===== config.mk =====
export PLATFORM = sky130hd
export DESIGN_NAME = device_time_offset_table_core_flat
export DESIGN_NICKNAME = d
export VERILOG_FILES = /design/src/sv/dtot_pkg.sv /design/src/sv/dtot_req_if.sv /design/src/sv/dtot_rsp_if.sv /design/src/sv/device_time_offset_table_core.sv /design/src/sv/dtot_mem.sv /design/src/sv/dtot_div.sv /design/src/flat_wrapper.sv
export SDC_FILE = /design/constraint.sdc
export NUM_CORES = 2
export LEC_CHECK = 0
export BUFFER_PORTS_ARGS = -buffer_cell sky130_fd_sc_hd__buf_2
export CORE_MARGIN = 2
export CORE_UTILIZATION = 50
export CTS_CLUSTER_DIAMETER = 40
export DETAILED_ROUTE_END_ITERATION = 8
export GPL_TIMING_DRIVEN = 0
export PLACE_DENSITY = 0.67
export REMOVE_ABC_BUFFERS = 1
export SYNTH_ARGS = -nofsm -noshare
export SYNTH_HDL_FRONTEND = slang
export SYNTH_SLANG_ARGS = --single-unit

===== constraint.sdc =====
create_clock -name clk -period 31.8 [get_ports clk]
set_clock_uncertainty 0.05 [all_clocks]
set_input_delay 0 -clock clk [delete_from_list [all_inputs] [get_ports clk]]
set_output_delay 0 -clock clk [all_outputs]
set_load 0.05 [all_outputs]

===== src/sv/dtot_pkg.sv =====
// Shared types and constants for the device time offset table.
`timescale 1ns / 1ps
package dtot_pkg;

	localparam int MAX_DEVICES = 16;
	localparam int IDX_W       = (MAX_DEVICES > 1) ? $clog2(MAX_DEVICES) : 1;
	localparam int CNT_W       = 5;

	localparam logic [2:0] ACT_UPDATE  = 3'd0;
	localparam logic [2:0] ACT_SET_REF = 3'd1;
	localparam logic [2:0] ACT_CALC    = 3'd2;
	localparam logic [2:0] ACT_GET     = 3'd3;
	localparam logic [2:0] ACT_TIMEOUT = 3'd4;

	localparam logic [2:0] ST_OK       = 3'd0;
	localparam logic [2:0] ST_NOT_FND  = 3'd1;
	localparam logic [2:0] ST_FULL     = 3'd2;
	localparam logic [2:0] ST_NO_REF   = 3'd3;
	localparam logic [2:0] ST_REF_IDLE = 3'd4;

	localparam logic [63:0] SIGN64 = 64'h8000_0000_0000_0000;

	typedef struct packed {
		logic [31:0] id;
		logic [63:0] ts;
		logic [63:0] offset;
		logic [31:0] seen;
	} entry_t;

	typedef struct packed {
		logic             en;
		logic [IDX_W-1:0] addr;
		entry_t           data;
	} mem_wr_t;

endpackage


===== src/sv/dtot_req_if.sv =====
// Request channel: one table action per transaction.
`timescale 1ns / 1ps
interface dtot_req_if;
	logic        valid;
	logic        ready;
	logic [2:0]  action;
	logic [31:0] dev_id;
	logic [63:0] dev_time_us;
	logic [31:0] now_seconds;

	modport source (output valid, action, dev_id, dev_time_us, now_seconds, input ready);
	modport sink (input valid, action, dev_id, dev_time_us, now_seconds, output ready);
endinterface


===== src/sv/dtot_rsp_if.sv =====
// Response channel: one result per request transaction.
`timescale 1ns / 1ps
interface dtot_rsp_if;
	logic               valid;
	logic               ready;
	logic [2:0]         status;
	logic signed [63:0] offset_us;
	logic signed [63:0] off_max;
	logic signed [63:0] off_min;
	logic signed [63:0] off_mean;
	logic [4:0]         live_count;
	logic [4:0]         entry_count;
	logic [4:0]         timeouts_found;
	logic [31:0]        calc_cycles;

	modport source (output valid, status, offset_us, off_max, off_min,
		off_mean, live_count, entry_count, timeouts_found, calc_cycles,
		input ready);
	modport sink (input valid, status, offset_us, off_max, off_min,
		off_mean, live_count, entry_count, timeouts_found, calc_cycles,
		output ready);
endinterface


===== src/sv/device_time_offset_table_core.sv =====
// Device time offset table: sequencer over the entry memory, stats and response register.
//
//  channel | dir | handshake        | carries
//  req     | in  | valid/ready      | action, dev_id, dev_time_us, now_seconds
//  rsp     | out | valid/ready      | status, offsets, counts, calc_cycles
//  cfg     | in  | cfg_we           | timeout_seconds (cfg_wdata)
//
// One transaction at a time. Every entry visit runs a memory read state, then an evaluate state.
// Update, set-reference, get-offset: the scan stops at the entry that hits, or covers all n
// entries on a miss. Timeout check: always scans all n entries.
// Calculate: a pass to find the reference, a pass over all entries, then the 64-step divider if needed.
// req is ready the cycle after the response loads; the output stage holds while rsp waits.
// arst_n clears the fill count and flags; no memory clearing pass is needed.
`timescale 1ns / 1ps
module device_time_offset_table_core (
	input  logic        clk,
	input  logic        arst_n,
	dtot_req_if.sink    req,
	dtot_rsp_if.source  rsp,
	input  logic        cfg_we,
	input  logic [15:0] cfg_wdata
);
	localparam int IW = dtot_pkg::IDX_W;
	localparam int CW = dtot_pkg::CNT_W;
	localparam logic [CW-1:0] MAX_CNT = CW'(dtot_pkg::MAX_DEVICES);

	typedef enum logic [2:0] {S_IDLE, S_RD, S_EV, S_DIV, S_OUT} state_t;

	state_t state_q;
	logic [2:0]  op_q;
	logic [31:0] id_q;
	logic [63:0] ts_q;
	logic [31:0] now_q;
	logic [CW-1:0] idx_q, used_q;
	logic        pass_q;
	logic [31:0] ref_q;
	logic [dtot_pkg::MAX_DEVICES-1:0] act_q;
	logic [15:0] tmo_q;
	logic [63:0] st_max_q, st_min_q, st_avg_q, mx_q, mn_q, sum_q, ref_ts_q, off_q;
	logic [CW-1:0] st_act_q, cnt_q, others_q, touts_q;
	logic [31:0] cyc_q;
	logic [2:0]  status_q;
	logic        neg_q;

	dtot_pkg::mem_wr_t wr;
	dtot_pkg::entry_t  e;
	logic        scan_end, hit, act_i, div_done, div_start;
	logic [63:0] offv, quot, div_in;
	logic [31:0] age;
	logic        tmo_hit;

	assign scan_end = idx_q == used_q;
	assign hit      = e.id == id_q;
	assign act_i    = act_q[idx_q[IW-1:0]];
	assign offv     = hit ? 64'd0 : ref_ts_q - e.ts;
	assign age      = now_q - e.seen;
	assign tmo_hit  = act_i && (now_q >= e.seen) && (age > {16'd0, tmo_q});
	assign div_start = state_q == S_RD && scan_end && op_q == dtot_pkg::ACT_CALC && pass_q
		&& others_q != '0;
	assign div_in   = sum_q[63] ? 64'd0 - sum_q : sum_q;

	always_comb begin
		wr      = '0;
		wr.addr = idx_q[IW-1:0];
		if (state_q == S_RD && scan_end && op_q == dtot_pkg::ACT_UPDATE
			&& used_q != MAX_CNT) begin
			wr.en   = 1'b1;
			wr.addr = used_q[IW-1:0];
			wr.data = '{id: id_q, ts: ts_q, offset: 64'd0, seen: now_q};
		end else if (state_q == S_EV && op_q == dtot_pkg::ACT_UPDATE && hit) begin
			wr.en   = 1'b1;
			wr.data = '{id: e.id, ts: ts_q, offset: e.offset, seen: now_q};
		end else if (state_q == S_EV && op_q == dtot_pkg::ACT_CALC && pass_q && act_i) begin
			wr.en   = 1'b1;
			wr.data = '{id: e.id, ts: e.ts, offset: offv, seen: e.seen};
		end
	end

	dtot_mem u_mem (
		.clk     (clk),
		.wr      (wr),
		.rd_addr (idx_q[IW-1:0]),
		.rd_data (e)
	);

	dtot_div u_div (
		.clk      (clk),
		.arst_n   (arst_n),
		.start    (div_start),
		.dividend (div_in),
		.divisor  (others_q),
		.done     (div_done),
		.quotient (quot)
	);

	assign req.ready = state_q == S_IDLE;

	always_ff @(posedge clk or negedge arst_n) begin
		if (!arst_n) begin
			state_q   <= S_IDLE;
			used_q    <= '0;
			ref_q     <= '0;
			act_q     <= '0;
			tmo_q     <= 16'd5;
			st_max_q  <= '0;
			st_min_q  <= '0;
			st_avg_q  <= '0;
			st_act_q  <= '0;
			cyc_q     <= '0;
			rsp.valid <= 1'b0;
		end else begin
			if (cfg_we) begin
				tmo_q <= cfg_wdata;
			end
			if (rsp.valid && rsp.ready && state_q != S_OUT) begin
				rsp.valid <= 1'b0;
			end
			case (state_q)
				S_IDLE: begin
					if (req.valid) begin
						op_q     <= req.action;
						id_q     <= req.action == dtot_pkg::ACT_CALC ? ref_q : req.dev_id;
						ts_q     <= req.dev_time_us;
						now_q    <= req.now_seconds;
						idx_q    <= '0;
						pass_q   <= 1'b0;
						status_q <= dtot_pkg::ST_OK;
						off_q    <= '0;
						touts_q  <= '0;
						mx_q     <= dtot_pkg::SIGN64;
						mn_q     <= ~dtot_pkg::SIGN64;
						sum_q    <= '0;
						others_q <= '0;
						cnt_q    <= '0;
						case (req.action)
							dtot_pkg::ACT_UPDATE, dtot_pkg::ACT_SET_REF, dtot_pkg::ACT_GET,
							dtot_pkg::ACT_TIMEOUT: state_q <= S_RD;
							dtot_pkg::ACT_CALC: begin
								if (ref_q == '0) begin
									status_q <= dtot_pkg::ST_NO_REF;
									state_q  <= S_OUT;
								end else begin
									state_q <= S_RD;
								end
							end
							default: state_q <= S_OUT;
						endcase
					end
				end
				S_RD: begin
					if (!scan_end) begin
						state_q <= S_EV;
					end else begin
						state_q <= S_OUT;
						case (op_q)
							dtot_pkg::ACT_UPDATE: begin
								if (used_q == MAX_CNT) begin
									status_q <= dtot_pkg::ST_FULL;
								end else begin
									act_q[used_q[IW-1:0]] <= 1'b1;
									used_q <= used_q + CW'(1);
									if (ref_q == '0 && id_q != '0) begin
										ref_q <= id_q;
									end
								end
							end
							dtot_pkg::ACT_SET_REF, dtot_pkg::ACT_GET:
								status_q <= dtot_pkg::ST_NOT_FND;
							dtot_pkg::ACT_CALC: begin
								if (!pass_q) begin
									status_q <= dtot_pkg::ST_REF_IDLE;
								end else begin
									st_act_q <= cnt_q;
									if (others_q == '0) begin
										st_max_q <= '0;
										st_min_q <= '0;
										st_avg_q <= '0;
										cyc_q    <= cyc_q + 32'd1;
									end else begin
										st_max_q <= mx_q;
										st_min_q <= mn_q;
										neg_q    <= sum_q[63];
										state_q  <= S_DIV;
									end
								end
							end
							default: ;
						endcase
					end
				end
				S_EV: begin
					state_q <= S_RD;
					idx_q   <= idx_q + CW'(1);
					case (op_q)
						dtot_pkg::ACT_UPDATE: begin
							if (hit) begin
								act_q[idx_q[IW-1:0]] <= 1'b1;
								state_q <= S_OUT;
							end
						end
						dtot_pkg::ACT_SET_REF: begin
							if (hit) begin
								ref_q   <= id_q;
								state_q <= S_OUT;
							end
						end
						dtot_pkg::ACT_GET: begin
							if (hit) begin
								off_q   <= e.offset;
								state_q <= S_OUT;
							end
						end
						dtot_pkg::ACT_CALC: begin
							if (!pass_q) begin
								if (hit) begin
									if (!act_i) begin
										status_q <= dtot_pkg::ST_REF_IDLE;
										state_q  <= S_OUT;
									end else begin
										ref_ts_q <= e.ts;
										pass_q   <= 1'b1;
										idx_q    <= '0;
									end
								end
							end else if (act_i) begin
								cnt_q <= cnt_q + CW'(1);
								if (!hit) begin
									if ($signed(offv) > $signed(mx_q)) mx_q <= offv;
									if ($signed(offv) < $signed(mn_q)) mn_q <= offv;
									sum_q    <= sum_q + offv;
									others_q <= others_q + CW'(1);
								end
							end
						end
						dtot_pkg::ACT_TIMEOUT: begin
							if (tmo_hit) begin
								act_q[idx_q[IW-1:0]] <= 1'b0;
								touts_q <= touts_q + CW'(1);
							end
						end
						default: state_q <= S_OUT;
					endcase
				end
				S_DIV: begin
					if (div_done) begin
						st_avg_q <= neg_q ? 64'd0 - quot : quot;
						cyc_q    <= cyc_q + 32'd1;
						state_q  <= S_OUT;
					end
				end
				S_OUT: begin
					if (!rsp.valid || rsp.ready) begin
						rsp.valid          <= 1'b1;
						rsp.status         <= status_q;
						rsp.offset_us      <= off_q;
						rsp.off_max        <= st_max_q;
						rsp.off_min        <= st_min_q;
						rsp.off_mean       <= st_avg_q;
						rsp.live_count     <= st_act_q;
						rsp.entry_count    <= used_q;
						rsp.timeouts_found <= touts_q;
						rsp.calc_cycles    <= cyc_q;
						state_q            <= S_IDLE;
					end
				end
				default: state_q <= S_IDLE;
			endcase
		end
	end

	a_used_bound: assert property (@(posedge clk) disable iff (!arst_n)
		used_q <= MAX_CNT)
		else $error("fill count beyond table size");

	a_idx_in_range: assert property (@(posedge clk) disable iff (!arst_n)
		state_q == S_EV |-> idx_q < used_q)
		else $error("evaluating an unfilled entry");

	a_act_filled: assert property (@(posedge clk) disable iff (!arst_n)
		(act_q >> used_q) == '0)
		else $error("active flag set on unfilled entry");

	a_div_ends: assert property (@(posedge clk) disable iff (!arst_n)
		div_done |-> state_q == S_DIV)
		else $error("divider finished outside divide state");
endmodule


===== src/sv/dtot_mem.sv =====
// Entry memory: one write port, one read port with registered read data.
`timescale 1ns / 1ps
module dtot_mem (
	input  logic                     clk,
	input  dtot_pkg::mem_wr_t        wr,
	input  logic [dtot_pkg::IDX_W-1:0] rd_addr,
	output dtot_pkg::entry_t         rd_data
);
	dtot_pkg::entry_t mem [dtot_pkg::MAX_DEVICES];

	always_ff @(posedge clk) begin
		if (wr.en) begin
			mem[wr.addr] <= wr.data;
		end
		rd_data <= mem[rd_addr];
	end
endmodule


===== src/sv/dtot_div.sv =====
// Restoring divider, one quotient bit per cycle, 64-bit dividend by small divisor.
`timescale 1ns / 1ps
module dtot_div (
	input  logic                       clk,
	input  logic                       arst_n,
	input  logic                       start,
	input  logic [63:0]                dividend,
	input  logic [dtot_pkg::CNT_W-1:0] divisor,
	output logic                       done,
	output logic [63:0]                quotient
);
	logic [63:0]                q_q;
	logic [dtot_pkg::CNT_W:0]   rem_q;
	logic [dtot_pkg::CNT_W-1:0] d_q;
	logic [6:0]                 cnt_q;
	logic                       run_q;
	logic                       done_q;
	logic [dtot_pkg::CNT_W:0]   rem_sh;
	logic                       ge;

	assign rem_sh = {rem_q[dtot_pkg::CNT_W-1:0], q_q[63]};
	assign ge     = rem_sh >= {1'b0, d_q};

	always_ff @(posedge clk or negedge arst_n) begin
		if (!arst_n) begin
			run_q  <= 1'b0;
			done_q <= 1'b0;
			cnt_q  <= '0;
		end else begin
			done_q <= 1'b0;
			if (start) begin
				run_q <= 1'b1;
				cnt_q <= '0;
			end else if (run_q) begin
				cnt_q <= cnt_q + 7'd1;
				if (cnt_q == 7'd63) begin
					run_q  <= 1'b0;
					done_q <= 1'b1;
				end
			end
		end
	end

	always_ff @(posedge clk) begin
		if (start) begin
			q_q   <= dividend;
			rem_q <= '0;
			d_q   <= divisor;
		end else if (run_q) begin
			q_q   <= {q_q[62:0], ge};
			rem_q <= ge ? rem_sh - {1'b0, d_q} : rem_sh;
		end
	end

	assign done     = done_q;
	assign quotient = q_q;
endmodule


===== src/flat_wrapper.sv =====
// flat-port wrapper written by rule: the top's interface ports become plain ports
module device_time_offset_table_core_flat 
  (clk, arst_n, cfg_we, cfg_wdata, req_valid, req_action, req_dev_id, req_dev_time_us, req_now_seconds, req_ready, rsp_valid, rsp_status, rsp_offset_us, rsp_off_max, rsp_off_min, rsp_off_mean, rsp_live_count, rsp_entry_count, rsp_timeouts_found, rsp_calc_cycles, rsp_ready);
  dtot_req_if req_i ();
  dtot_rsp_if rsp_i ();
  input  logic clk;
  input  logic arst_n;
  input  logic cfg_we;
  input  logic [15:0] cfg_wdata;
  input wire logic [$bits(req_i.valid)-1:0] req_valid;
  input wire logic [$bits(req_i.action)-1:0] req_action;
  input wire logic [$bits(req_i.dev_id)-1:0] req_dev_id;
  input wire logic [$bits(req_i.dev_time_us)-1:0] req_dev_time_us;
  input wire logic [$bits(req_i.now_seconds)-1:0] req_now_seconds;
  output wire logic [$bits(req_i.ready)-1:0] req_ready;
  output wire logic [$bits(rsp_i.valid)-1:0] rsp_valid;
  output wire logic [$bits(rsp_i.status)-1:0] rsp_status;
  output wire logic [$bits(rsp_i.offset_us)-1:0] rsp_offset_us;
  output wire logic [$bits(rsp_i.off_max)-1:0] rsp_off_max;
  output wire logic [$bits(rsp_i.off_min)-1:0] rsp_off_min;
  output wire logic [$bits(rsp_i.off_mean)-1:0] rsp_off_mean;
  output wire logic [$bits(rsp_i.live_count)-1:0] rsp_live_count;
  output wire logic [$bits(rsp_i.entry_count)-1:0] rsp_entry_count;
  output wire logic [$bits(rsp_i.timeouts_found)-1:0] rsp_timeouts_found;
  output wire logic [$bits(rsp_i.calc_cycles)-1:0] rsp_calc_cycles;
  input wire logic [$bits(rsp_i.ready)-1:0] rsp_ready;
  assign req_i.valid = req_valid;
  assign req_i.action = req_action;
  assign req_i.dev_id = req_dev_id;
  assign req_i.dev_time_us = req_dev_time_us;
  assign req_i.now_seconds = req_now_seconds;
  assign req_ready = req_i.ready;
  assign rsp_valid = rsp_i.valid;
  assign rsp_status = rsp_i.status;
  assign rsp_offset_us = rsp_i.offset_us;
  assign rsp_off_max = rsp_i.off_max;
  assign rsp_off_min = rsp_i.off_min;
  assign rsp_off_mean = rsp_i.off_mean;
  assign rsp_live_count = rsp_i.live_count;
  assign rsp_entry_count = rsp_i.entry_count;
  assign rsp_timeouts_found = rsp_i.timeouts_found;
  assign rsp_calc_cycles = rsp_i.calc_cycles;
  assign rsp_i.ready = rsp_ready;
  device_time_offset_table_core u_core (.clk(clk), .arst_n(arst_n), .req(req_i), .rsp(rsp_i), .cfg_we(cfg_we), .cfg_wdata(cfg_wdata));
endmodule

# Word level (Yosys, flattened, before mapping)
# Memories as Yosys holds them, arrays and structs flattened. A register that Yosys moved wholly into a read port is not among the register bits.
# Cells that the tools add are included.
[totals]
regBits = 1167
latchBits = 0
ram_bits = 3072
mem_bits_ro = 0
input_bits = 152
output_inout_bits = 308
elab_cells = 308
n_memories = 1
[op_classes]
add_sub_neg = 13
multipliers = 0
n_div = 0
magnitude_cmp = 9
n_eq_ne = 47
shift = 0
muxes = 135
bitwise_logic = 7
n_reduce_logical = 54
[memory_table]
columns = ["name", "words", "width", "read_ports", "rd_ports_with_merged_regs", "wr", "line", "rtl"]
rows = [
  ["u_core.u_mem.mem", 16, 192, 1, 1, 1, "dtot_mem.sv:9", "dtot_pkg::entry_t mem [dtot_pkg::MAX_DEVICES];"],
]
[ops]
columns = ["operator", "count"]
rows = [
  ["$mux 64", 31],
  ["$pmux 64 s2", 5],
  ["$mux 192", 3],
  ["$mux 32", 12],
  ["$pmux 32 s2", 2],
  ["$sub 1x64->64 const A", 2],
  ["$mux 16", 5],
  ["$mux 5", 15],
  ["$add 64x64->64", 1],
  ["$gt 64x64->1", 1],
  ["$lt 64x64->1", 1],
  ["$pmux 16 s2", 2],
  ["$sub 64x64->64", 1],
  ["$mux 3", 21],
  ["$pmux 5 s2", 4],
  ["$add 32x1->32 const B", 1],
  ["$eq 32x32->1", 1],
  ["$ge 32x32->1", 1],
  ["$gt 32x16->1", 1],
  ["$logic_not 32->1", 1],
  ["$or 16x16->16", 2],
  ["$reduce_bool 32->1", 1],
  ["$sub 32x32->32", 1],
  ["$ne 2x2->1 const B", 15],
  ["48 further kinds", 135],
]

# Longest topological paths before layout
[depth]
ltp_word = 9
mapped_depth = 27
ltp_nobuf = 27

# Hierarchy
# A second synthesis with hierarchy kept.
[unflattened]
hier_cells = 10566
area_unflattened_um2 = 179305.7
[by_module_without_submodules]
columns = ["module", "n_inst", "cells_per_inst", "area_per_inst_um2", "seq_area_each_um2"]
rows = [
  ["dtot_mem", 1, 5024, 118802.7, 96092.2],
  ["device_time_offset_table_core", 1, 5308, 56789.5, 31042.3],
  ["dtot_div", 1, 234, 3713.6, 2397.3],
]

# Least setup slack after synthesis
# No wires, ideal clock.
[synth_path]
kind = "flip-flop to flip-flop"
start = "reg u_core.id_q[27]"
end = "mem u_core.u_mem.mem[12][0] (netlist bit) (enable)"
setup_time_ps = 978
arrival_ps = 15030
required_ps = 30772
slack_ps = 15743
stages_incl_launch_ff = 9
n_path_buf = 0
period_less_slack_ps = 16057
cell_sequence = "edfxtp_1 xor2_1 nor4_1 nand4_1 or3_1 nor4_1 or3_1 nand3_1 nor3_1"
[synth_between]
elab_chain_len = 6
[synth_rtl]
columns = ["element", "line", "rtl"]
rows = [
  ["from (decl)", "device_time_offset_table_core.sv:31", "logic [31:0] id_q;"],
  ["from (signal assigned)", "device_time_offset_table_core.sv:122", "id_q <= req.action == dtot_pkg::ACT_CALC ? ref_q : req.dev_id;"],
  ["$eq 32x32->1", "device_time_offset_table_core.sv:53", "assign hit = e.id == id_q;"],
  ["$logic_and 1x1->1", "device_time_offset_table_core.sv:70", "end else if (state_q == S_EV && op_q == dtot_pkg::ACT_UPDATE && hit) begin"],
  ["$mux 1", "device_time_offset_table_core.sv:70", ""],
  ["$mux 1", "device_time_offset_table_core.sv:65", "if (state_q == S_RD && scan_end && op_q == dtot_pkg::ACT_UPDATE"],
  ["$mux 1", "dtot_mem.sv:12", "if (wr.en) begin"],
  ["$mux 1 (implied by the code)", "dtot_mem.sv:13", "mem[wr.addr] <= wr.data;"],
  ["to (decl)", "dtot_mem.sv:9", ""],
]
# Every way passes these cells.

# Final worst setup path
[layout_path]
start = "reg, netlist name u_core.u_mem.rd_data[100]"
end = "reg u_core.mx_q[7] (enable)"
[layout_between]
elab_chain_len = 5
[layout_rtl]
columns = ["element", "line", "rtl"]
rows = [
  ["$sub 64x64->64", "device_time_offset_table_core.sv:55", "assign offv = hit ? 64'd0 : ref_ts_q - e.ts;"],
  ["$mux 64", "device_time_offset_table_core.sv:55", ""],
  ["via u_core.offv[61]", "device_time_offset_table_core.sv:48", "logic [63:0] offv, quot, div_in;"],
  ["$gt 64x64->1", "device_time_offset_table_core.sv:228", "if ($signed(offv) > $signed(mx_q)) mx_q <= offv;"],
  ["$ne 2x2->1 (no source line)", "-", ""],
  ["$reduce_and 8->1 (no source line)", "-", ""],
  ["to (signal assigned)", "device_time_offset_table_core.sv:130", "mx_q <= dtot_pkg::SIGN64;"],
  ["to (signal assigned)", "device_time_offset_table_core.sv:228", ""],
  ["to (decl)", "device_time_offset_table_core.sv:39", "logic [63:0] st_max_q, st_min_q, st_avg_q, mx_q, mn_q, sum_q, ref_ts_q, off_q;"],
]
# The timed path passes the listed nets, and every way through them passes these cells.
# A chain may end at the register's enable or synchronous reset.

==> flow_metrics.tcl <==
set metrics [dict create \
    die_w_microns 602 \
    crit_fanout 24 \
    yosysSeqAreaShare_pct 72.4 \
    cts_root_buffer "clkbuf_16" \
    crit_chain "inv_1 > ha_1 > a21o_1 > a211o_1 > o2111ai_1 > a21oi_1 > o31ai_1 > o211a_1 > nor2_1 > a21oi_1 > o21ai_0 > xnor2_1 > nor2_1 > ha_1 > nand4_1 > nor4_1 > nand3_1 > nand3b_1 > a211oi_1 > nor3_1 > mux2i_1 > o21ai_4 > buf_16 > buf_12" \
    ys_ff_latch 4431 \
    netlist_top_cells_area "edfxtp_1, mux4_2, dfrtp_1" \
    grt_max_degree 94 \
    drv_cap 2 \
    multiInputGateArea_sq_um 46600 \
    critPathSlowestCell "o31ai_1" \
    place_hpwl_mm 327 \
    seq_area_sq_um 130000 \
    status "complete, but fails checks" \
    vias 101000 \
    fin_crit_ns 9.92 \
    fp.dieH_microns 602 \
    clk_pin_slew_worst_paths_ns 0.05 \
    setup_viol 0 \
    cts_setup_buffers 0 \
    drv_slew 2 \
    gr-total-overflow 0 \
    peakVddDrop_v 0.0000629 \
    hold_viol 0 \
    endpoint_kind "flop" \
    vias_per_cell 6.03 \
    port-buffer-count 459 \
    core-area_sq_um 356000 \
    tritoncts "done" \
    slew_headroom_pct -0.642 \
    numCtsBuffers 559 \
    start_kind "flop" \
    critPathArrivalTime_ns 10.66 \
    yosysWarnings 0 \
    synth_area_per_cell_sq_um 17.8 \
    nFillCells 24500 \
    slowest_delay_ns 1.05 \
    synthTopCellsByCount "edfxtp_1, mux4_2, nand2_1" \
    worst-path-buf-inv 3 \
    wl_per_cell_microns 28.8 \
    yosysUniqueCellTypes 89 \
    drc 0 \
    violations "capacitance limit, slew limit" \
    grt.busiest_layer "met2" \
    rows 219 \
    cts.sinks 4431 \
    fmax_mhz 101 \
    final.setup.worst_slack_ns 21.88 \
    ys.flop_type "edfxtp_1" \
    post-place-ws_ns 21.96 \
    antenna_found_initial 14 \
    yosysMostFrequentCell "edfxtp_1" \
    initial_core_util_pct 50.3 \
    netlist.area_leader.share_pct 65.8 \
    cts-resized-gates 0 \
    path_class "flop to flop" \
    cp.required_ns 32.54 \
    hold_class "primary input to asynchronous set/reset pin" \
    grt_pass1_wl_mm 704 \
    syn_inst 10100 \
    post-route-period-util_pct 31.2 \
    grt_use_met3_pct 4.53 \
    grt_util_met1_pct 35.0 \
    area_growth_pct 22.8 \
    post-route-util_pct 61.7 \
    ant_nets 0 \
    dr.pass1.iters 8 \
    gp_congestion 0.870 \
    grt_pass1_vias 103000 \
    worstMarginPinSlew_ns 1.49 \
    power.leakage_nw 70.6 \
    drive_above_1_share_pct 25.7 \
    wirelength_mm 483 \
    synth_edf_count 3923 \
    nNetsFinal 12000 \
    ios 460 \
    clk_path_buf_depth 4 \
    drt_iter0_drc 11300 \
    htree_levels 6 \
    syn_area_sq_um 179000 \
    total_power_mw 16.2 \
    grt_setup_unrepaired "false" \
    grt_usage_pct 26.4 \
    use_met2_pct 43.2 \
    power_density_nw_per_um2 73.9 \
    synth-async-reset-ratio_pct 7.02 \
    clk-insertion-delay-late_ns 1.08 \
    critPathTopFamily "compound AO/OA/AOI/OAI gates" \
    die_area_sq_um 363000 \
    yosysTopAreaCell "edfxtp_1" \
    fin_setup_tns_ns 0 \
    holdWs_ns 0.0600 \
]
[per-layer routing]
metal	part of all wire [%]	vias up
li1	-	42900
met1	39	52400
met2	49	4690
met3	7.4	1005
met4	4.9	6
met5	0.0095	-
[placed cells by master, fill, tap and decap left out, types with 52 or more instances in the layout]
cell type,n
edfxtp_1,3923
mux4_2,965
nand2_1,765
clkbuf_16,578
buf_2,458
inv_1,349
dlygate4sd3_1,335
nor2_1,330
ha_1,322
dfrtp_1,309
a21oi_1,294
o21ai_0,289
xor2_1,220
buf_16,219
dfxtp_1,197
o31ai_1,185
a21o_1,175
o21ai_1,161
buf_12,140
buf_6,137
xnor2_1,119
nand4_1,87
and2_1,84
clkbuf_1,79
nand3_1,70
mux2_2,70
inv_6,61
bufinv_16,60
clkinv_2,56
nor3_1,55
or3_1,53
clkinvlp_4,52
[tightest hold or removal path, stage by stage]
cell,delay (ns)
dlygate4sd3_1,0.52
dlygate4sd3_1,0.58
buf_8,0.16
buf_16,0.32
[area by class of cell]
type,count,share of cell area [%]
inverters,352,0.603
diodes,7,0.00798
clock buffers,676,6.84
well taps,4751,2.71
repair buffers,1369,7.71
clock inverters,363,1.96
multi-input cells,4800,21.2
flip-flops and latches,4431,59.0
[final timing paths]
check                                           from                  end  slack (ns)  cells after the start
setup reg to reg           u_core.u_mem.rd_data[100]       u_core.mx_q[7]       21.88                     24
min in group clk                       req_action[0]   u_core.status_q[1]        0.06                      5
hold / removal                                arst_n  u_core.st_min_q[24]        0.06                      4
setup / recovery           u_core.u_mem.rd_data[100]       u_core.mx_q[7]       21.88                     24
hold reg to reg            u_core.u_mem.rd_data[154]  u_core.ref_ts_q[58]        0.35                      0
max in group asynchronous                     arst_n  u_core.st_min_q[62]       30.40                      6
[cell families (layout without fill, tap and decap cells)]
family | after synthesis | count (layout) | synth area share (%)
buffers and inverters | 828 | 2760 | 1.74
other | 0 | 7 | 0
AO/OA/AOI/OAI | 1383 | 1383 | 4.85
AND/OR/NAND/NOR | 1704 | 1704 | 4.41
adder cells (fa/ha/maj) | 326 | 326 | 2.30
flip-flops | 4431 | 4431 | 72.4
XOR/XNOR | 339 | 339 | 1.66
multiplexers | 1048 | 1048 | 12.7
[repair_timing]
| item | 4_1_cts | 5_1_grt |
|---|---|---|
| hold endpoints to repair | 572 | 0 |
| hold buffers | 336 | 0 |
| endpoints found under the setup margin | 0 | 0 |
[flip-flops by register name (all words and copies together), names as in the netlist, 64 cells and up, named ones only]
| name | flops |
|---|---|
| u_core.u_mem.mem | 3072 |
| u_core.u_mem.rd_data | 192 |
| u_core.mn_q | 64 |
| u_core.mx_q | 64 |
| u_core.off_q | 64 |
| u_core.ref_ts_q | 64 |
| u_core.rsp.off_max | 64 |
| u_core.rsp.off_mean | 64 |
| u_core.rsp.off_min | 64 |
| u_core.rsp.offset_us | 64 |
| u_core.st_avg_q | 64 |
| u_core.st_max_q | 64 |
| u_core.st_min_q | 64 |
| u_core.sum_q | 64 |
| u_core.ts_q | 64 |
| u_core.u_div.quotient | 64 |
[report_power, final]
part | leakage (nW) | switching (mW) | internal, mW
logic | 24.8 | 1.72 | 1.17
registers | 36.6 | 0.206 | 6.64
clock network | 9.31 | 2.57 | 3.93
[per-stage QoR]
| stage | cell area, sq um | std cells |
|---|---|---|
| 2_1_floorplan | 177000 | 9583 |
| 3_3_place_gp | 185000 | 14800 |
| 3_5_place_dp | 197000 | 15400 |
| 4_1_cts | 220000 | 16700 |
| 5_1_grt | 220000 | 16700 |
| 6_report | 220000 | 16700 |
Power figures use the tool's default switching activity.
